==> config.mk <==
export PLATFORM = sky130hd
export DESIGN_NAME = crc_text_frame_checker_core_flat
export DESIGN_NICKNAME = d
export VERILOG_FILES = /design/src/hw/rtl/ctf_pkg.sv /design/src/hw/rtl/ctf_if.sv /design/src/hw/rtl/ctf_front.sv /design/src/hw/rtl/ctf_back.sv /design/src/hw/rtl/crc_text_frame_checker_core.sv /design/src/flat_wrapper.sv
export VERILOG_INCLUDE_DIRS = /design/src /design/src/hw/rtl
export SDC_FILE = /design/constraint.sdc
export NUM_CORES = 1
export LEC_CHECK = 0
export BUFFER_PORTS_ARGS = -buffer_cell sky130_fd_sc_hd__buf_4
export CORE_MARGIN = 2
export CORE_UTILIZATION = 55
export DETAILED_ROUTE_END_ITERATION = 8
export PLACE_DENSITY = 0.81
export SLEW_MARGIN = 20
export SYNTH_ARGS = -nofsm -noshare
export SYNTH_HDL_FRONTEND = slang
export SYNTH_SLANG_ARGS = --single-unit
==> constraint.sdc <==
create_clock -name clk -period 4.85 [get_ports clk]
set_input_delay 1.455 -clock clk [delete_from_list [all_inputs] [get_ports clk]]
set_output_delay 1.455 -clock clk [all_outputs]
set_load 0.01 [all_outputs]
==> src/hw/rtl/crc_text_frame_checker_core_macros.svh <==
// Assertion macros for the CRC text frame checker; clk and rst_n are taken from the caller.
`ifndef CRC_TEXT_FRAME_CHECKER_CORE_MACROS_SVH
`define CRC_TEXT_FRAME_CHECKER_CORE_MACROS_SVH

// Same-cycle implication, sampled on clk, off during reset.
`define CTF_ASSERT_IMP(lbl, ante, cons, msg) \
  lbl: assert property (@(posedge clk) disable iff (!rst_n) (ante) |-> (cons)) \
    else $error(msg);

// Next-cycle implication, sampled on clk, off during reset.
`define CTF_ASSERT_NXT(lbl, ante, cons, msg) \
  lbl: assert property (@(posedge clk) disable iff (!rst_n) (ante) |=> (cons)) \
    else $error(msg);

`endif

==> src/hw/rtl/ctf_pkg.sv <==
// Shared types, codes and CRC helper for the CRC text frame checker.
package ctf_pkg;

  localparam logic [2:0] ST_OK       = 3'd0;
  localparam logic [2:0] ST_NO_STAR  = 3'd1;
  localparam logic [2:0] ST_BAD_LEN  = 3'd2;
  localparam logic [2:0] ST_BAD_HEX  = 3'd3;
  localparam logic [2:0] ST_MISMATCH = 3'd4;

  localparam logic [15:0] CRC_INIT = 16'hFFFF;
  localparam logic [15:0] CRC_POLY = 16'h1021;
  localparam logic [7:0]  CH_STAR  = 8'h2A;
  localparam logic [7:0]  CH_SPACE = 8'h20;

  // Tail length only matters as "exactly four", so it saturates just past that.
  localparam int unsigned TAIL_CAP = 5;
  localparam logic [2:0]  TAIL_FOUR = 3'd4;

  // One classified byte as it waits between front and back.
  typedef struct packed {
    logic [7:0] char_byte;
    logic       ws;
    logic       star;
    logic       space;
    logic       hex_ok;
    logic [3:0] hex_val;
    logic       line_end;
  } ctf_item_t;

  // CRC-16 MSB first, one byte per call, fully unrolled.
  function automatic logic [15:0] crc_byte(input logic [15:0] crc, input logic [7:0] b);
    logic [15:0] c;
    c = crc ^ {b, 8'h00};
    for (int i = 0; i < 8; i++) begin
      if (c[15]) c = {c[14:0], 1'b0} ^ CRC_POLY;
      else c = {c[14:0], 1'b0};
    end
    return c;
  endfunction

endpackage

==> src/hw/rtl/ctf_if.sv <==
// Valid/ready channel interfaces for input bytes and line results.
interface ctf_in_if;
  logic       valid;
  logic       ready;
  logic [7:0] char_byte;
  logic       line_end;

  modport source (output valid, output char_byte, output line_end, input ready);
  modport sink   (input valid, input char_byte, input line_end, output ready);
endinterface

interface ctf_out_if #(parameter int LEN_W = 9);
  logic             valid;
  logic             ready;
  logic             frame_ok;
  logic [2:0]       status;
  logic [15:0]      received_crc;
  logic [15:0]      computed_crc;
  logic [LEN_W-1:0] payload_length;
  logic [7:0]       token_count;

  modport source (output valid, output frame_ok, output status, output received_crc,
                  output computed_crc, output payload_length, output token_count,
                  input ready);
  modport sink   (input valid, input frame_ok, input status, input received_crc,
                  input computed_crc, input payload_length, input token_count,
                  output ready);
endinterface

==> src/hw/rtl/ctf_front.sv <==
// Front end: classifies each byte and holds it in a two-entry queue for the back end.
module ctf_front (
  input  logic               clk,
  input  logic               rst_n,
  input  logic               in_valid,
  output logic               in_ready,
  input  logic [7:0]         in_char_byte,
  input  logic               in_line_end,
  output logic               q_valid,
  output ctf_pkg::ctf_item_t q_item,
  input  logic               q_pop
);
  import ctf_pkg::*;

  ctf_item_t  cls;
  ctf_item_t  q_mem_r [2];
  logic       wr_ptr_r, wr_ptr_nxt;
  logic       rd_ptr_r, rd_ptr_nxt;
  logic [1:0] count_r, count_nxt;
  logic       push;

  always_comb begin
    cls           = '0;
    cls.char_byte = in_char_byte;
    cls.line_end  = in_line_end;
    cls.space     = (in_char_byte == CH_SPACE);
    cls.star      = (in_char_byte == CH_STAR);
    cls.ws        = cls.space || (in_char_byte >= 8'h09 && in_char_byte <= 8'h0D);
    if (in_char_byte >= "0" && in_char_byte <= "9") begin
      cls.hex_ok  = 1'b1;
      cls.hex_val = 4'(in_char_byte - 8'h30);
    end else if (in_char_byte >= "a" && in_char_byte <= "f") begin
      cls.hex_ok  = 1'b1;
      cls.hex_val = 4'(in_char_byte - 8'h57);
    end else if (in_char_byte >= "A" && in_char_byte <= "F") begin
      cls.hex_ok  = 1'b1;
      cls.hex_val = 4'(in_char_byte - 8'h37);
    end
  end

  assign in_ready = (count_r != 2'd2);
  assign push     = in_valid && in_ready;
  assign q_valid  = (count_r != 2'd0);
  assign q_item   = q_mem_r[rd_ptr_r];

  always_comb begin
    wr_ptr_nxt = wr_ptr_r ^ push;
    rd_ptr_nxt = rd_ptr_r ^ q_pop;
    count_nxt  = count_r + 2'(push) - 2'(q_pop);
  end

  always_ff @(posedge clk) begin
    if (!rst_n) begin
      wr_ptr_r <= 1'b0;
      rd_ptr_r <= 1'b0;
      count_r  <= 2'd0;
    end else begin
      wr_ptr_r <= wr_ptr_nxt;
      rd_ptr_r <= rd_ptr_nxt;
      count_r  <= count_nxt;
    end
  end

  always_ff @(posedge clk) begin
    if (push) q_mem_r[wr_ptr_r] <= cls;
  end

endmodule

==> src/hw/rtl/ctf_back.sv <==
// Back end: per-line CRC, length, token and tail tracking, plus the result register.
module ctf_back #(
  parameter int MAX_LINE = 256,
  parameter int LEN_W    = 9
) (
  input  logic               clk,
  input  logic               rst_n,
  input  logic               q_valid,
  input  ctf_pkg::ctf_item_t q_item,
  output logic               q_pop,
  output logic               out_valid,
  input  logic               out_ready,
  output logic               out_frame_ok,
  output logic [2:0]         out_status,
  output logic [15:0]        out_received_crc,
  output logic [15:0]        out_computed_crc,
  output logic [LEN_W-1:0]   out_payload_length,
  output logic [7:0]         out_token_count
);
  import ctf_pkg::*;

  localparam int         TOKEN_CAP_I = ((MAX_LINE / 2) < 255) ? (MAX_LINE / 2) : 255;
  localparam logic [7:0] TOKEN_CAP   = 8'(TOKEN_CAP_I);
  localparam logic [LEN_W-1:0] LEN_CAP = LEN_W'(MAX_LINE);
  localparam logic [2:0] TAIL_MAX    = 3'(TAIL_CAP);

  logic [15:0]      crc_run_r, crc_run_nxt, crc_ln_r, crc_ln_nxt, crc_star_r, crc_star_nxt;
  logic [LEN_W-1:0] len_run_r, len_run_nxt, len_ln_r, len_ln_nxt, len_star_r, len_star_nxt;
  logic [7:0]       tok_run_r, tok_run_nxt, tok_ln_r, tok_ln_nxt, tok_star_r, tok_star_nxt;
  logic             started_r, started_nxt, star_seen_r, star_seen_nxt;
  logic             prev_sp_r, prev_sp_nxt;
  logic             tail_started_r, tail_started_nxt, gap_r, gap_nxt;
  logic             not_hex_r, not_hex_nxt;
  logic [2:0]       tlen_run_r, tlen_run_nxt, tlen_trim_r, tlen_trim_nxt;
  logic [15:0]      hexval_r, hexval_nxt;

  logic             res_ok;
  logic [2:0]       res_status;
  logic [15:0]      res_rcv, res_cmp;
  logic [LEN_W-1:0] res_len;
  logic [7:0]       res_tok;

  logic             out_valid_r, out_valid_nxt;
  logic             out_ok_r;
  logic [2:0]       out_status_r;
  logic [15:0]      out_rcv_r, out_cmp_r;
  logic [LEN_W-1:0] out_len_r;
  logic [7:0]       out_tok_r;

  // A byte with no result never waits for the output register.
  assign q_pop = q_valid && (!q_item.line_end || !out_valid_r || out_ready);

  always_comb begin
    crc_run_nxt      = crc_run_r;
    crc_ln_nxt       = crc_ln_r;
    crc_star_nxt     = crc_star_r;
    len_run_nxt      = len_run_r;
    len_ln_nxt       = len_ln_r;
    len_star_nxt     = len_star_r;
    tok_run_nxt      = tok_run_r;
    tok_ln_nxt       = tok_ln_r;
    tok_star_nxt     = tok_star_r;
    started_nxt      = started_r | ~q_item.ws;
    star_seen_nxt    = star_seen_r;
    prev_sp_nxt      = prev_sp_r;
    tail_started_nxt = tail_started_r;
    gap_nxt          = gap_r;
    not_hex_nxt      = not_hex_r;
    tlen_run_nxt     = tlen_run_r;
    tlen_trim_nxt    = tlen_trim_r;
    hexval_nxt       = hexval_r;

    if (started_nxt) begin
      if (q_item.star) begin
        // snapshot the payload as it stood at its last non-whitespace byte
        crc_star_nxt     = crc_ln_r;
        len_star_nxt     = len_ln_r;
        tok_star_nxt     = tok_ln_r;
        star_seen_nxt    = 1'b1;
        tail_started_nxt = 1'b0;
        gap_nxt          = 1'b0;
        not_hex_nxt      = 1'b0;
        tlen_run_nxt     = '0;
        tlen_trim_nxt    = '0;
        hexval_nxt       = '0;
      end else if (star_seen_r) begin
        if (q_item.ws) begin
          if (tail_started_r) begin
            gap_nxt      = 1'b1;
            tlen_run_nxt = (tlen_run_r < TAIL_MAX) ? tlen_run_r + 3'd1 : TAIL_MAX;
          end
        end else begin
          tail_started_nxt = 1'b1;
          // whitespace inside the trimmed tail poisons it
          not_hex_nxt      = not_hex_r | gap_r | ~q_item.hex_ok;
          gap_nxt          = 1'b0;
          tlen_run_nxt     = (tlen_run_r < TAIL_MAX) ? tlen_run_r + 3'd1 : TAIL_MAX;
          tlen_trim_nxt    = tlen_run_nxt;
          if (q_item.hex_ok) hexval_nxt = {hexval_r[11:0], q_item.hex_val};
        end
      end

      crc_run_nxt = crc_byte(crc_run_r, q_item.char_byte);
      len_run_nxt = (len_run_r < LEN_CAP) ? len_run_r + LEN_W'(1) : LEN_CAP;
      if (!q_item.space && prev_sp_r)
        tok_run_nxt = (tok_run_r < TOKEN_CAP) ? tok_run_r + 8'd1 : TOKEN_CAP;
      prev_sp_nxt = q_item.space;
      if (!q_item.ws) begin
        crc_ln_nxt = crc_run_nxt;
        len_ln_nxt = len_run_nxt;
        tok_ln_nxt = tok_run_nxt;
      end
    end

    res_rcv = '0;
    if (!star_seen_nxt) begin
      res_status = ST_NO_STAR;
      res_cmp    = crc_ln_nxt;
      res_len    = len_ln_nxt;
      res_tok    = tok_ln_nxt;
    end else begin
      res_cmp = crc_star_nxt;
      res_len = len_star_nxt;
      res_tok = tok_star_nxt;
      priority if (tlen_trim_nxt != TAIL_FOUR) begin
        res_status = ST_BAD_LEN;
      end else if (not_hex_nxt) begin
        res_status = ST_BAD_HEX;
      end else begin
        res_rcv    = hexval_nxt;
        res_status = (hexval_nxt == crc_star_nxt) ? ST_OK : ST_MISMATCH;
      end
    end
    res_ok = (res_status == ST_OK);

    if (q_pop && q_item.line_end) out_valid_nxt = 1'b1;
    else if (out_ready) out_valid_nxt = 1'b0;
    else out_valid_nxt = out_valid_r;
  end

  always_ff @(posedge clk) begin
    if (!rst_n || (q_pop && q_item.line_end)) begin
      crc_run_r      <= CRC_INIT;
      crc_ln_r       <= CRC_INIT;
      crc_star_r     <= CRC_INIT;
      len_run_r      <= '0;
      len_ln_r       <= '0;
      len_star_r     <= '0;
      tok_run_r      <= '0;
      tok_ln_r       <= '0;
      tok_star_r     <= '0;
      started_r      <= 1'b0;
      star_seen_r    <= 1'b0;
      prev_sp_r      <= 1'b1;
      tail_started_r <= 1'b0;
      gap_r          <= 1'b0;
      not_hex_r      <= 1'b0;
      tlen_run_r     <= '0;
      tlen_trim_r    <= '0;
      hexval_r       <= '0;
    end else if (q_pop) begin
      crc_run_r      <= crc_run_nxt;
      crc_ln_r       <= crc_ln_nxt;
      crc_star_r     <= crc_star_nxt;
      len_run_r      <= len_run_nxt;
      len_ln_r       <= len_ln_nxt;
      len_star_r     <= len_star_nxt;
      tok_run_r      <= tok_run_nxt;
      tok_ln_r       <= tok_ln_nxt;
      tok_star_r     <= tok_star_nxt;
      started_r      <= started_nxt;
      star_seen_r    <= star_seen_nxt;
      prev_sp_r      <= prev_sp_nxt;
      tail_started_r <= tail_started_nxt;
      gap_r          <= gap_nxt;
      not_hex_r      <= not_hex_nxt;
      tlen_run_r     <= tlen_run_nxt;
      tlen_trim_r    <= tlen_trim_nxt;
      hexval_r       <= hexval_nxt;
    end
  end

  always_ff @(posedge clk) begin
    if (!rst_n) out_valid_r <= 1'b0;
    else out_valid_r <= out_valid_nxt;
  end

  always_ff @(posedge clk) begin
    if (q_pop && q_item.line_end) begin
      out_ok_r     <= res_ok;
      out_status_r <= res_status;
      out_rcv_r    <= res_rcv;
      out_cmp_r    <= res_cmp;
      out_len_r    <= res_len;
      out_tok_r    <= res_tok;
    end
  end

  assign out_valid          = out_valid_r;
  assign out_frame_ok       = out_ok_r;
  assign out_status         = out_status_r;
  assign out_received_crc   = out_rcv_r;
  assign out_computed_crc   = out_cmp_r;
  assign out_payload_length = out_len_r;
  assign out_token_count    = out_tok_r;

endmodule

==> src/hw/rtl/crc_text_frame_checker_core.sv <==
// Top level of the CRC text frame checker: front classifier, queue, back tracker.
//
//   channel   | dir | handshake         | payload
//   in_chan   | in  | valid/ready       | char_byte[7:0], line_end
//   out_chan  | out | valid/ready       | frame_ok, status, received_crc, computed_crc,
//             |     |                   | payload_length, token_count
//
// One byte per clock sustained while no line_end byte stalls behind an untaken result;
// the byte-wide CRC update in the back end sets that figure. A line's result is registered
// after its line_end byte is accepted, passing the queue entry, then the result register.
// Reset clears all control state at once; no clearing pass, ready right after reset.
// The two-entry queue keeps accepting bytes while a result waits, until it fills; only a line_end byte
// stalls behind an untaken result.
module crc_text_frame_checker_core #(
  parameter int MAX_LINE = 256
) (
  input  logic          clk,
  input  logic          rst_n,
  ctf_in_if.sink        in_chan,
  ctf_out_if.source     out_chan
);
  import ctf_pkg::*;

  localparam int LEN_W = $clog2(MAX_LINE + 1);

  logic      q_valid;
  logic      q_pop;
  ctf_item_t q_item;

  ctf_front u_front (
    .clk          (clk),
    .rst_n        (rst_n),
    .in_valid     (in_chan.valid),
    .in_ready     (in_chan.ready),
    .in_char_byte (in_chan.char_byte),
    .in_line_end  (in_chan.line_end),
    .q_valid      (q_valid),
    .q_item       (q_item),
    .q_pop        (q_pop)
  );

  ctf_back #(
    .MAX_LINE (MAX_LINE),
    .LEN_W    (LEN_W)
  ) u_back (
    .clk                (clk),
    .rst_n              (rst_n),
    .q_valid            (q_valid),
    .q_item             (q_item),
    .q_pop              (q_pop),
    .out_valid          (out_chan.valid),
    .out_ready          (out_chan.ready),
    .out_frame_ok       (out_chan.frame_ok),
    .out_status         (out_chan.status),
    .out_received_crc   (out_chan.received_crc),
    .out_computed_crc   (out_chan.computed_crc),
    .out_payload_length (out_chan.payload_length),
    .out_token_count    (out_chan.token_count)
  );

`include "crc_text_frame_checker_core_macros.svh"

  `CTF_ASSERT_IMP(a_ok_flag, out_chan.valid, out_chan.frame_ok == (out_chan.status == ST_OK), "frame_ok disagrees with status")
  `CTF_ASSERT_IMP(a_rcv_zero, out_chan.valid && (out_chan.status == ST_NO_STAR || out_chan.status == ST_BAD_LEN || out_chan.status == ST_BAD_HEX), out_chan.received_crc == 16'h0000, "received_crc set on unparsed tail")
  `CTF_ASSERT_IMP(a_len_cap, out_chan.valid, out_chan.payload_length <= LEN_W'(MAX_LINE), "payload_length above cap")
  `CTF_ASSERT_NXT(a_end_result, q_pop && q_item.line_end, out_chan.valid, "line end popped without result")

endmodule
==> src/flat_wrapper.sv <==
// flat-port wrapper written by rule: the top's interface ports become plain ports
module crc_text_frame_checker_core_flat import ctf_pkg::*;
#(
  parameter int MAX_LINE = 256
)
  (clk, rst_n, in_chan_valid, in_chan_char_byte, in_chan_line_end, in_chan_ready, out_chan_valid, out_chan_frame_ok, out_chan_status, out_chan_received_crc, out_chan_computed_crc, out_chan_payload_length, out_chan_token_count, out_chan_ready);
  ctf_in_if in_chan_i ();
  ctf_out_if out_chan_i ();
  input  logic clk;
  input  logic rst_n;
  input wire logic [$bits(in_chan_i.valid)-1:0] in_chan_valid;
  input wire logic [$bits(in_chan_i.char_byte)-1:0] in_chan_char_byte;
  input wire logic [$bits(in_chan_i.line_end)-1:0] in_chan_line_end;
  output wire logic [$bits(in_chan_i.ready)-1:0] in_chan_ready;
  output wire logic [$bits(out_chan_i.valid)-1:0] out_chan_valid;
  output wire logic [$bits(out_chan_i.frame_ok)-1:0] out_chan_frame_ok;
  output wire logic [$bits(out_chan_i.status)-1:0] out_chan_status;
  output wire logic [$bits(out_chan_i.received_crc)-1:0] out_chan_received_crc;
  output wire logic [$bits(out_chan_i.computed_crc)-1:0] out_chan_computed_crc;
  output wire logic [$bits(out_chan_i.payload_length)-1:0] out_chan_payload_length;
  output wire logic [$bits(out_chan_i.token_count)-1:0] out_chan_token_count;
  input wire logic [$bits(out_chan_i.ready)-1:0] out_chan_ready;
  assign in_chan_i.valid = in_chan_valid;
  assign in_chan_i.char_byte = in_chan_char_byte;
  assign in_chan_i.line_end = in_chan_line_end;
  assign in_chan_ready = in_chan_i.ready;
  assign out_chan_valid = out_chan_i.valid;
  assign out_chan_frame_ok = out_chan_i.frame_ok;
  assign out_chan_status = out_chan_i.status;
  assign out_chan_received_crc = out_chan_i.received_crc;
  assign out_chan_computed_crc = out_chan_i.computed_crc;
  assign out_chan_payload_length = out_chan_i.payload_length;
  assign out_chan_token_count = out_chan_i.token_count;
  assign out_chan_i.ready = out_chan_ready;
  crc_text_frame_checker_core #(.MAX_LINE(MAX_LINE)) u_core (.clk(clk), .rst_n(rst_n), .in_chan(in_chan_i), .out_chan(out_chan_i));
endmodule
Yosys cells after proc, flatten, opt, wreduce, memory -nomap -nowiden
Memories as Yosys holds them, arrays and structs flattened. A register that Yosys moved wholly into a read port is not among the register bits. Cells that the tools add are included.

Register bits after elaboration: 185. Latch bits: 0. Bits in writable memories: 34. Memory bits (read-only): 0. Bits of input ports: 13. Output and inout port bits: 55. Memories kept: 1.

Memories: u_core.u_front.q_mem_r (depth 2, width 17, rd ports 1, clocked after memory_dff 1, wr ports 1, line ctf_front.sv:16) `ctf_item_t q_mem_r [2];`.

Add/sub/neg operators: 8. Multiply operators: 0. Divide/modulo/power cells: 0. Order comparisons: 11. Equal/unequal tests: 7. Shifts and indexed selects: 0. Multiplexer cells: 72. Bitwise gates (word level): 17. Reductions and logical operators: 24.

Operator list (number): $mux W16 (17); $mux W13 (8); $mux W8 (7); $mux W9 (6); $mux W3 (13); $not A3 Y3 (8); $mux W1 (18); $eq A16 B16 Y1 (1); $eq A8 B6 Y1 const B (2); $ge A8 B7 Y1 const B (2); $le A8 B7 Y1 const B (2); $xor A16 B16 Y16 (1); $mux W5 (3); $add A9 B1 Y9 const B (1); $lt A9 B9 Y1 const B (1); $add A8 B1 Y8 const B (1); $ge A8 B4 Y1 const B (1); $ge A8 B6 Y1 const B (1); $le A8 B4 Y1 const B (1); $le A8 B6 Y1 const B (1); $logic_and A1 B1 Y1 (8); $lt A8 B8 Y1 const B (1); $reduce_and A4 Y1 (2); $sub A4 B3 Y4 const B (2); other kinds (18) (31).

Depth between registers and ports, before layout
Gate-level depths: netlist of run 1.

Word-level depth: 27. Depth in mapped cells: 12.

Cells and area by module
Synthesis of run 1 repeated with hierarchy kept, for this count alone.

Cells, all modules: 1072. Area, all modules: 10109.7 um^2.

By module, submodules not included: ctf_back (instances 1, cells each 964, area each 8388.0 um^2, sequential area each 4154.0 um^2); ctf_front (instances 1, cells each 108, area each 1721.7 um^2, sequential area each 1121.1 um^2).

Worst setup path before layout of run 1
No wires, ideal clock.

Kind: in2reg. From: in out_chan_ready. To: reg u_core.u_back.hexval_r[6]. Arrival: 4.569 ns. Required time: 4.713 ns. Setup slack: 0.144 ns. Stages on the path: 8. Path buffers: 2. Cells stage by stage: nand2b_1 > o22ai_2 > nor2_1 > nor2b_1 > clkbuf_1 > buf_2 > o21ai_1 > a31oi_1.

Word-level cells in the longest chain between the ends: 4.

RTL lines: from (decl) (line flat_wrapper.sv:22) `input wire logic [$bits(out_chan_i.ready)-1:0] out_chan_ready;`; $logic_or A1 B1 Y1 * (line ctf_back.sv:51) `assign q_pop = q_valid && (!q_item.line_end || !out_valid_r || out_ready);`; $logic_and A1 B1 Y1 * (line ctf_back.sv:51); $logic_and A1 B1 Y1 (line ctf_back.sv:142) `if (!rst_n || (q_pop && q_item.line_end)) begin`; $logic_or A1 B1 Y1 (line ctf_back.sv:142); to (signal assigned) (line ctf_back.sv:179) `hexval_r <= hexval_nxt;`; to (decl) (line ctf_back.sv:35) `logic [15:0] hexval_r, hexval_nxt;`.

Mark *: on every way between the ends. The rest lies on a longest branch, timed or not. A chain may end at the register's enable or synchronous reset.

==> summary.md, run 1 <==
| Metric | Value |
|---|---|
| Status | finished clean |
| Layout cells sized above 1 | 0.132 |
| Total Power | 7490 uW |
| First-pass GRT wire length | 39.5 mm |
| Post-synth EDFFs | 87 |
| CTS tree | built |
| Final hold viol count | 0 |
| CTS Buf Count | 22 |
| CTS resizes | 0 |
| Post-CTS Setup Bufs | 0 |
| Root buffer cell | clkbuf_16 |
| Synth top area share | 0.257 |
| Worst-path clk slew | 0.07 ns |
| P&R area growth vs syn | 13.2% |
| CP Class | register to register |
| Final critical-path required period | 3.37 ns |
| PortBufs | 67 |
| Setup TNS | 0 ns |
| Seq/Total Area, Yosys | 0.510 |
| Number of max-cap violations | 0 |
| Vias in the first global route | 7716 |
| Iteration count of the initial detailed-routing pass | 5 |
| Max Slew Vio Count | 0 |
| Ports | 68 |
| Drt drc | 0 |
| RSZ-0062 raised after global routing | no |
| Die height | 141 um |
| Max Clock Freq | 0.297 GHz |
| # setup viols final | 0 |
| GPL Wtd Cong | 0.908 |
| Mapped Area | 10300 sq um |
| Initial antenna violation count | 0 |
| VDD IR max | 0.430 mV |
| Via count | 8376 |
| Largest net degree at the start of global routing | 54 |
| H-Tree Depth | 1 |
| Syn Inst Count | 1105 |
| Synth Warn # | 0 |
| Post-synth ARST share | 0 |
| Post-route ant nets | 0 |
| Worst slew pin tran | 1.03 ns |
| Post-DP HPWL | 16.2 mm |
| Final period util | 0.694 |
| Core Area | 18600 sq um |
| Synth top area cells | dfxtp_1 26%, edfxtp_1 25%, nand2_1 7.4%, a21oi_1 4.4%, nor2_1 3.8% |
| Starting DRT DRC Count | 693 |
| Final #Nets | 1172 |
| Setup crit start kind | register |
| Clk buf depth | 3 |
| FF+latch count, synth | 220 |
| Synth Flop Type | dfxtp_1 |
| Commonest non-fill, non-tap cells in the layout | 203 x nand2_1, 132 x dfxtp_1, 102 x nor2_1 |
| Setup slack, reg-to-reg | 1.48 ns |
| Worst Setup End Kind | register |
| GRT overflow | 0 |
| Worst EP arrival | 3.60 ns |
| Synthesized area per cell | 9.36 sq um |
| Filler cells | 1506 |
| Hold crit path type | register to register |
| Commonest non-fill, non-tap cell in the layout | nand2_1 |
| Syn Nets | 1130 |
| Pwr/cell area | 640 nW/um^2 |
| Leakage | 0.00435 uW |
| Post-synth top area cell | dfxtp_1 |
| GRT Total Usage | 0.241 |
| Wire per inst | 17.5 um |
| Layout Utilization | 0.630 |
| Worst-Skew Late Latency | 0.51 ns |
| Hold Buf Count CTS | 0 |
| Full die area | 19900 sq um |
| ANT cells | 0 |
| Rel. slew slack | 0.315 |
| # rows | 50 |
| # clock sinks | 220 |
| Vias per inst | 6.00 |
| Worst Path Required | 5.09 ns |
| CP max FO | 29 |
| Clk_skew | 0.0181 ns |
| Die Width | 141 um |
| Initial Util | 0.557 |
| WL final | 24.5 mm |
| Yosys cell types | 72 |
state kept, by name, summed over array words and instances (netlist names), 9 cells and up, named ones only:
| signal | count |
|---|---|
| u_core.u_back.out_payload_length | 9 |
| u_core.u_back.crc_star_r | 16 |
| u_core.u_back.out_received_crc | 16 |
| u_core.u_front.q_mem_r | 34 |
| u_core.u_back.hexval_r | 16 |
| u_core.u_back.len_run_r | 9 |
| u_core.u_back.len_star_r | 9 |
| u_core.u_back.len_ln_r | 9 |
| u_core.u_back.crc_ln_r | 16 |
| u_core.u_back.out_computed_crc | 16 |
| u_core.u_back.crc_run_r | 16 |
cell families after synthesis:
logic type	count (synthesis)	share of synthesized area
multiplexers	39	0.0394
AO/OA/AOI/OAI	266	0.167
buffers and inverters	89	0.0374
XOR/XNOR	41	0.0413
flip-flops	220	0.510
adder cells (fa/ha/maj)	12	0.0145
AND/OR/NAND/NOR	438	0.191
area by class of cell:
class                      count  area, sq um  area share
timing repair buffer          87          653      0.0558
inverter                      20         75.1     0.00641
sequential                   220         5280       0.451
multi-input combinational    796         4720       0.403
tap                          234          293      0.0250
clock inverter                 4         23.8     0.00203
clock buffer                  36          664      0.0567
final timing paths:
check	cells after the start	startpoint	end
setup / recovery	10	register	u_core.u_back.out_status[2]
hold / removal	2	u_core.u_back.len_star_r[7]	u_core.u_back.len_star_r[7]
hold reg to reg	2	u_core.u_back.len_star_r[7]	u_core.u_back.len_star_r[7]
setup reg to reg	10	register	u_core.u_back.out_status[2]
per-layer routing:
| metal | vias up | track usage | share of wire |
|---|---|---|---|
| met2 | 345 | 0.376 | 0.46 |
| met3 | 51 | 0.0329 | 0.068 |
| met4 | 0 | 0.0847 | 0.028 |
| met5 | - | 0 | 0 |
| li1 | 4037 | - | - |
| met1 | 3943 | 0.346 | 0.44 |
report_power, final:
group | switching [uW] | internal, uW
clock | 705 | 936
combinational | 1940 | 1170
sequential | 301 | 2440
total | 2940 | 4550
cell usage after synthesis (3+ instances only):
library cell and instances:
or3_1 5, ha_1 12, nor3_1 18, o31ai_1 9
inv_1 19, dfxtp_1 133, o21ai_1 4, a221o_1 14
nor4_1 4, nand3_1 31, mux2i_1 32, nor3b_1 6
nor4b_1 3, nand2_1 204, xor2_1 9, edfxtp_1 87
mux2_2 4, o21ai_0 43, nor2b_1 11, o211ai_1 30
xnor2_1 23, and2_1 9, buf_1 5, a211oi_1 9
o21a_1 3, nand2b_1 10, a22o_1 4, and3_1 12
a31oi_1 7, nor2_1 104, a21oi_1 91, nand3b_1 5
buf_2 17, nand4_1 4, a2bb2oi_1 7, o2111ai_1 4
xnor2_2 9, clkbuf_1 42, a22oi_1 19, o22ai_1 3
stage by stage:
step	instance area, sq um	instances	setup WS, ns	hold slack, ns
5_1_grt	11700	1397	1.31	0.482
3_5_place_dp	11000	1357	1.11	0.450
6_report	11700	1397	1.48	0.459
4_1_cts	11700	1397	1.52	0.459
3_3_place_gp	11000	1357	1.21	0.441
2_1_floorplan	10300	1105	0.144	0.436
critical path: stages (launching register included):
cell and delay, ns:
dfxtp_1 0.55, buf_4 0.35, mux2i_2 0.10, buf_4 0.19, a21oi_4 0.45, buf_4 0.45
mux2i_1 0.16, or3_1 0.34, a22oi_1 0.16, nand4_1 0.15, nor2b_1 0.18
(Power assumes the default switching activity.)
==> run 2: changes to the inputs <==
ABC_AREA = 1   (was unset)
PLACE_DENSITY = 0.78   (was 0.81)
clock period = 3.2 ns   (was 4.85 ns; I/O delays follow)
==> summary.md, run 2 <==
| Metric | Value |
|---|---|
| Status | finished clean (unchanged) |
| Leakage | 0.00528 uW (was 0.00435 uW) |
| Commonest non-fill, non-tap cell in the layout | nand2_1 (unchanged) |
| CTS tree | built (unchanged) |
| Die height | 144 um (was 141 um) |
| FF+latch count, synth | 220 (unchanged) |
| CP delay by family, top | simple AND/OR/NAND/NOR gates (was buffers and inverters) |
| Final hold viol count | 0 (unchanged) |
| Filler cells | 1674 (was 1506) |
| Synth Warn # | 0 (unchanged) |
| Synth Flop Type | dfxtp_1 (unchanged) |
| RSZ-0062 raised after global routing | no (unchanged) |
| Most flop-heavy register | u_core.u_front.q_mem_r (unchanged) |
| CP Class | register to register (unchanged) |
| CTS Buf Count | 23 (was 22) |
| First-pass GRT wire length | 40.4 mm (was 39.5 mm) |
| Worst-path clk slew | 0.07 ns (about the same) |
| Yosys cell types | 46 (was 72) |
| Vias per inst | 5.47 (was 6.00) |
| Vias in the first global route | 8195 (was 7716) |
| Post-synth ARST share | 0 (unchanged) |
| Clk_skew | 0.0184 ns (was 0.0181 ns) |
| PortBufs | 67 (unchanged) |
| CP max FO | 20 (was 29) |
| Synthesized area per cell | 7.92 sq um (was 9.36 sq um) |
| Final critical-path required period | 2.66 ns (was 3.37 ns) |
| Synth top cells by count | 333 x nand2_1, 160 x o21ai_0, 133 x dfxtp_1 (was 204 x nand2_1, 133 x dfxtp_1, 104 x nor2_1) |
| Total Power | 14500 uW (was 7490 uW) |
| Sw Ratio | 0.449 (was 0.393) |
| Worst path buffer plus inverter count | 2 (was 3) |
| Number of max-cap violations | 0 (unchanged) |
| Wire per inst | 14.7 um (was 17.5 um) |
| Final Cell Area | 12100 sq um (was 11700 sq um) |
| Slowest-stage cell, CP | nand4_2 (was dfxtp_1) |
| Critical-path cell list | buf_4 > nand2_1 > nand2_2 > a21oi_4 > buf_4 > nor2_2 > o22ai_1 > nor2_1 > nand4_2 > nor2_1 (was buf_4 > mux2i_2 > buf_4 > a21oi_4 > buf_4 > mux2i_1 > or3_1 > a22oi_1 > nand4_1 > nor2b_1) |
| Synth top area cells | dfxtp_1 25%, edfxtp_1 24%, nand2_1 12%, o21ai_0 7.4%, a21oi_1 6.0% (was dfxtp_1 26%, edfxtp_1 25%, nand2_1 7.4%, a21oi_1 4.4%, nor2_1 3.8%) |
| Ports | 68 (unchanged) |
| Clk buf depth | 3 (unchanged) |
| Starting DRT DRC Count | 812 (was 693) |
| Initial Util | 0.558 (was 0.557) |
| Setup WS pre-CTS | 0.515 ns (was 1.11 ns) |
| Core Area | 19300 sq um (was 18600 sq um) |
| Post-route ant nets | 0 (unchanged) |
| Clock share of power | 0.185 (was 0.219) |
| Worst Path Required | 3.55 ns (was 5.09 ns) |
| Worst-Skew Late Latency | 0.52 ns (was 0.51 ns) |
| Most common cell in the netlist | nand2_1 (unchanged) |
| CP peak stage delay | 0.46 ns (was 0.55 ns) |
| # rows | 51 (was 50) |
| Area of the multi-input gates | 4590 sq um (was 4720 sq um) |
| P&R area growth vs syn | 12.6% (was 13.2%) |
| H-Tree Depth | 1 (unchanged) |
| Worst EP arrival | 3.01 ns (was 3.60 ns) |
| Final #Nets | 1427 (was 1172) |
| Commonest non-fill, non-tap cells in the layout | 333 x nand2_1, 160 x o21ai_0, 133 x dfxtp_1 (was 203 x nand2_1, 132 x dfxtp_1, 102 x nor2_1) |
| CTS resizes | 0 (unchanged) |
| Sw Pwr | 6500 uW (was 2940 uW) |
| Post-DP Area | 11400 sq um (was 11000 sq um) |
| Rel. slew slack | 0.455 (was 0.315) |
| Drt drc | 0 (unchanged) |
| GRT Total Usage | 0.242 (was 0.241) |
| Post-synth top area cell | dfxtp_1 (unchanged) |
| Gate power share | 0.486 (was 0.415) |
| Die Width | 144 um (was 141 um) |
| Sequential Area | 5280 sq um (about the same) |
| VDD IR max | 0.786 mV (was 0.430 mV) |
| Setup TNS | 0 ns (unchanged) |
| Largest net degree at the start of global routing | 72 (was 54) |
| Final period util | 0.832 (was 0.694) |
| Fin worst setup slack | 0.537 ns (was 1.48 ns) |
| Max reg flops | 34 (unchanged) |
| Max Slew Vio Count | 0 (unchanged) |
| Max Clock Freq | 0.376 GHz (was 0.297 GHz) |
| Post-DP HPWL | 16.3 mm (was 16.2 mm) |
| Syn Inst Count | 1361 (was 1105) |
| Initial antenna violation count | 1 (was 0) |
| Pwr/cell area | 1190 nW/um^2 (was 640 nW/um^2) |
| GRT overflow | 0 (unchanged) |
| # setup viols final | 0 (unchanged) |
| Layout Utilization | 0.628 (was 0.630) |
| Setup crit start kind | register (unchanged) |
| Mapped Area | 10800 sq um (was 10300 sq um) |
| GPL Wtd Cong | 0.868 (was 0.908) |
| Seq/Total Area, Yosys | 0.489 (was 0.510) |
| Syn Nets | 1386 (was 1130) |
| # clock sinks | 220 (unchanged) |
| Hold Buf Count CTS | 0 (unchanged) |
| Worst slew pin tran | 0.818 ns (was 1.03 ns) |
| Sequential share of power | 0.329 (was 0.366) |
| WL final | 24.8 mm (was 24.5 mm) |
| Root buffer cell | clkbuf_16 (unchanged) |
| Full die area | 20700 sq um (was 19900 sq um) |
| Layout cells sized above 1 | 0.119 (was 0.132) |
| Int Power | 7970 uW (was 4550 uW) |
| Via count | 9204 (was 8376) |
| Post-synth EDFFs | 87 (unchanged) |
| Worst Setup End Kind | register (unchanged) |
| Post-CTS Setup Bufs | 0 (unchanged) |
| Hold crit path type | register to register (unchanged) |
| Synth top area share | 0.247 (was 0.257) |
| Iteration count of the initial detailed-routing pass | 6 (was 5) |
run 2: logic make-up (layout without fill, tap and decap cells):
family,Yosys count,after routing,share of synthesized area
AO/OA/AOI/OAI,357,357,0.174
adder cells (fa/ha/maj),12,12,0.0139
XOR/XNOR,24,24,0.0216
multiplexers,6,6,0.00557
AND/OR/NAND/NOR,533,533,0.210
buffers and inverters,209,266,0.0855
flip-flops,220,220,0.489
other,0,1,0
run 2: worst min-delay path, delay by kind of cell (launching register included):
kind	cells	cell delay, ns
flip-flops	1	0.32
AND/OR/NAND/NOR	1	0.06
AO/OA/AOI/OAI	1	0.06
run 2: routing by layer:
metal  global-route usage  share of wire
met4               0.0588          0.018
met5                    0              0
met3               0.0417          0.074
met1                0.332           0.45
met2                0.399           0.46
run 2: path summary, 6_finish.rpt:
kind,from,endpoint,slack [ns],depth (start not counted)
worst max-delay path,register,u_core.u_back.out_received_crc[3],0.54,10
worst min-delay path,u_core.u_back.crc_ln_r[12],u_core.u_back.crc_ln_r[12],0.47,2
worst max register to register,register,u_core.u_back.out_received_crc[3],0.54,10
worst min register to register,u_core.u_back.crc_ln_r[12],u_core.u_back.crc_ln_r[12],0.47,2
run 2: cell type report:
cell class                      count  share of cell area
Antenna cell                        1            0.000206
Clock buffer                       27              0.0495
Clock inverter                     14              0.0120
Inverter                          139              0.0430
Multi-Input combinational cell    932               0.378
Sequential cell                   220               0.435
Tap cell                          265              0.0273
Timing Repair Buffer               86              0.0553
run 2: power groups by stage:
stage | Sequential [uW] | Combinational, uW | Clock (uW)
floorplan | 4800 | 5020 | 0
global placement | 4750 | 6750 | 0
detailed placement | 4790 | 6910 | 0
CTS | 4740 | 6980 | 2680
global route | 4870 | 7880 | 2820
finish | 4760 | 7040 | 2670
run 2: stage by stage:
| stage | hold slack [ns] | std cells |
|---|---|---|
| after detailed placement | 0.450 | 1642 |
| final | 0.467 | 1684 |
| after global placement | 0.450 | 1642 |
| after global routing | 0.494 | 1683 |
| after CTS | 0.465 | 1683 |
| after floorplan | 0.437 | 1361 |
==> run 3: changes to the inputs <==
clock period = 2.5 ns   (was 3.2 ns; I/O delays follow)
==> summary.md, run 3 (synthesized netlist as in run 2, its figures left out) <==
| Metric | Value |
|---|---|
| Iteration count of the initial detailed-routing pass | 7 (was 6) |
| Initial Util | 0.558 (unchanged) |
| Leakage | 0.00539 uW (was 0.00528 uW) |
| Worst slew pin tran | 0.822 ns (was 0.818 ns) |
| Final hold viol count | 0 (unchanged) |
| VDD IR max | 0.911 mV (was 0.786 mV) |
| Post-CTS Setup Bufs | 0 (unchanged) |
| Starting DRT DRC Count | 995 (was 812) |
| WHS | 0.429 ns (was 0.467 ns) |
| H-Tree Depth | 1 (unchanged) |
| Root buffer cell | clkbuf_16 (unchanged) |
| Rel. slew slack | 0.452 (was 0.455) |
| Largest net degree at the start of global routing | 86 (was 72) |
| P&R area growth vs syn | 15.3% (was 12.6%) |
| Max Slew Vio Count | 0 (unchanged) |
| Setup crit start kind | register (unchanged) |
| Worst-path clk slew | 0.06 ns (was 0.07 ns) |
| Hold_sp | in_chan_line_end (was u_core.u_back.crc_ln_r[12]) |
| Setup slack, reg-to-reg | 0.12 ns (was 0.54 ns) |
| ANT cells | 0 (was 1) |
| Commonest non-fill, non-tap cells in the layout | 333 x nand2_1, 160 x o21ai_0, 132 x dfxtp_1 (was 333 x nand2_1, 160 x o21ai_0, 133 x dfxtp_1) |
| Hold path endpoint | u_core.u_front.q_mem_r[0][0] (was u_core.u_back.crc_ln_r[12]) |
| Final critical-path required period | 2.38 ns (was 2.66 ns) |
| Most flop-heavy register | u_core.u_front.q_mem_r (unchanged) |
| Hold Buf Count CTS | 0 (unchanged) |
| Post-route ant nets | 0 (unchanged) |
| Clk_skew | 0.0125 ns (was 0.0184 ns) |
| GRT overflow | 0 (unchanged) |
| Post-DP HPWL | 16.5 mm (was 16.3 mm) |
| Die height | 144 um (unchanged) |
| Vias in the first global route | 8207 (was 8195) |
| Filler cells | 1622 (was 1674) |
| CP Class | register to register (unchanged) |
| Die Width | 144 um (unchanged) |
| RSZ-0062 raised after global routing | no (unchanged) |
| CTS Buf Count | 23 (unchanged) |
| Layout cells sized above 1 | 0.131 (was 0.119) |
| Worst r2r dst | u_core.u_back.out_computed_crc[13] (was u_core.u_back.out_received_crc[3]) |
| First-pass GRT wire length | 40.6 mm (was 40.4 mm) |
| Hold path depth | 1 (was 2) |
| CTS resizes | 0 (unchanged) |
| Worst-Skew Late Latency | 0.51 ns (was 0.52 ns) |
| Drt drc | 0 (unchanged) |
| Final period util | 0.951 (was 0.832) |
| # rows | 51 (unchanged) |
| Wire per inst | 15.1 um (was 14.7 um) |
| Via count | 9233 (was 9204) |
| Worst Path Required | 2.72 ns (was 3.55 ns) |
| GPL Wtd Cong | 0.884 (was 0.868) |
| Worst Setup End Kind | register (unchanged) |
| # clock sinks | 220 (unchanged) |
| Clk buf depth | 3 (unchanged) |
| Final #Nets | 1440 (was 1427) |
| PortBufs | 67 (unchanged) |
| # setup viols final | 0 (unchanged) |
| Core Area | 19300 sq um (unchanged) |
| Vias per inst | 5.44 (was 5.47) |
| CTS tree | built (unchanged) |
| Initial antenna violation count | 0 (was 1) |
| Setup TNS | 0 ns (unchanged) |
| R2r worst-path depth | 10 (unchanged) |
| CP max FO | 16 (was 20) |
| Status | finished clean (unchanged) |
| Pwr/cell area | 1550 nW/um^2 (was 1190 nW/um^2) |
| Ports | 68 (unchanged) |
| Max reg flops | 34 (unchanged) |
| WL final | 25.6 mm (was 24.8 mm) |
| GRT Total Usage | 0.242 (about the same) |
| Hold crit path type | input port to register (was register to register) |
| Max Clock Freq | 0.420 GHz (was 0.376 GHz) |
| Number of max-cap violations | 0 (unchanged) |
| Commonest non-fill, non-tap cell in the layout | nand2_1 (unchanged) |
| Full die area | 20700 sq um (unchanged) |
| Worst EP arrival | 2.59 ns (was 3.01 ns) |
[run 3: how the worst max path moves through the flow]
stage,from,to,slack [ns]
after global placement,register,u_core.u_back.out_computed_crc[6],0.16
final,register,u_core.u_back.out_computed_crc[13],0.12
after global routing,register,u_core.u_back.out_computed_crc[13],0.01
after floorplan,out_chan_ready,u_core.u_front.count_r[1],0.09
after detailed placement,register,u_core.u_back.out_computed_crc[6],0.12
after CTS,register,u_core.u_back.out_computed_crc[6],0.11
[run 3: layout make-up]
cell class / count / area (sq um) / area share
Multi-Input combinational cell: 935 / 4670 / 0.376
Tap cell: 265 / 332 / 0.0267
Timing Repair Buffer: 96 / 820 / 0.0659
Inverter: 139 / 531 / 0.0427
Clock buffer: 30 / 642 / 0.0516
Clock inverter: 11 / 158 / 0.0127
Sequential cell: 220 / 5280 / 0.425
[run 3: power breakdown]
part / internal (uW) / total, uW / switching [uW]
Sequential: 5350 / 6100 / 747
Combinational: 3090 / 9500 / 6410
Clock: 2220 / 3620 / 1400
Total: 10700 / 19200 / 8560
[run 3: worst max-delay path, cell delays in order, from the launching register on]
cell     delay (ns)
dfxtp_2        0.40
buf_6          0.20
nand2_1        0.06
nand2_1        0.10
xor2_2         0.31
nand2_1        0.13
nand2_1        0.23
xor2_1         0.29
nand2_1        0.09
o21ai_0        0.10
o21ai_0        0.18
[run 3: per-layer routing]
metal	share of wire	wire, um	up-vias	GRT usage
met5	0	0	-	0
met4	0.024	620	0	0.0666
met3	0.071	1830	54	0.0348
met2	0.45	11600	339	0.390
met1	0.45	11600	4200	0.344
li1	-	-	4640	-
[run 3: metrics by stage]
step / cell area [sq um] / std cells / total power [uW] / setup WS [ns] / util
after floorplan: 10800 / 1361 / 12600 / 0.0908 / -
after global placement: 11500 / 1652 / 15000 / 0.160 / 0.596
after detailed placement: 11500 / 1652 / 15200 / 0.121 / 0.596
after CTS: 12300 / 1693 / 18900 / 0.109 / 0.638
after global routing: 12400 / 1696 / 20600 / 0.0122 / 0.643
final: 12400 / 1696 / 19200 / 0.121 / 0.643
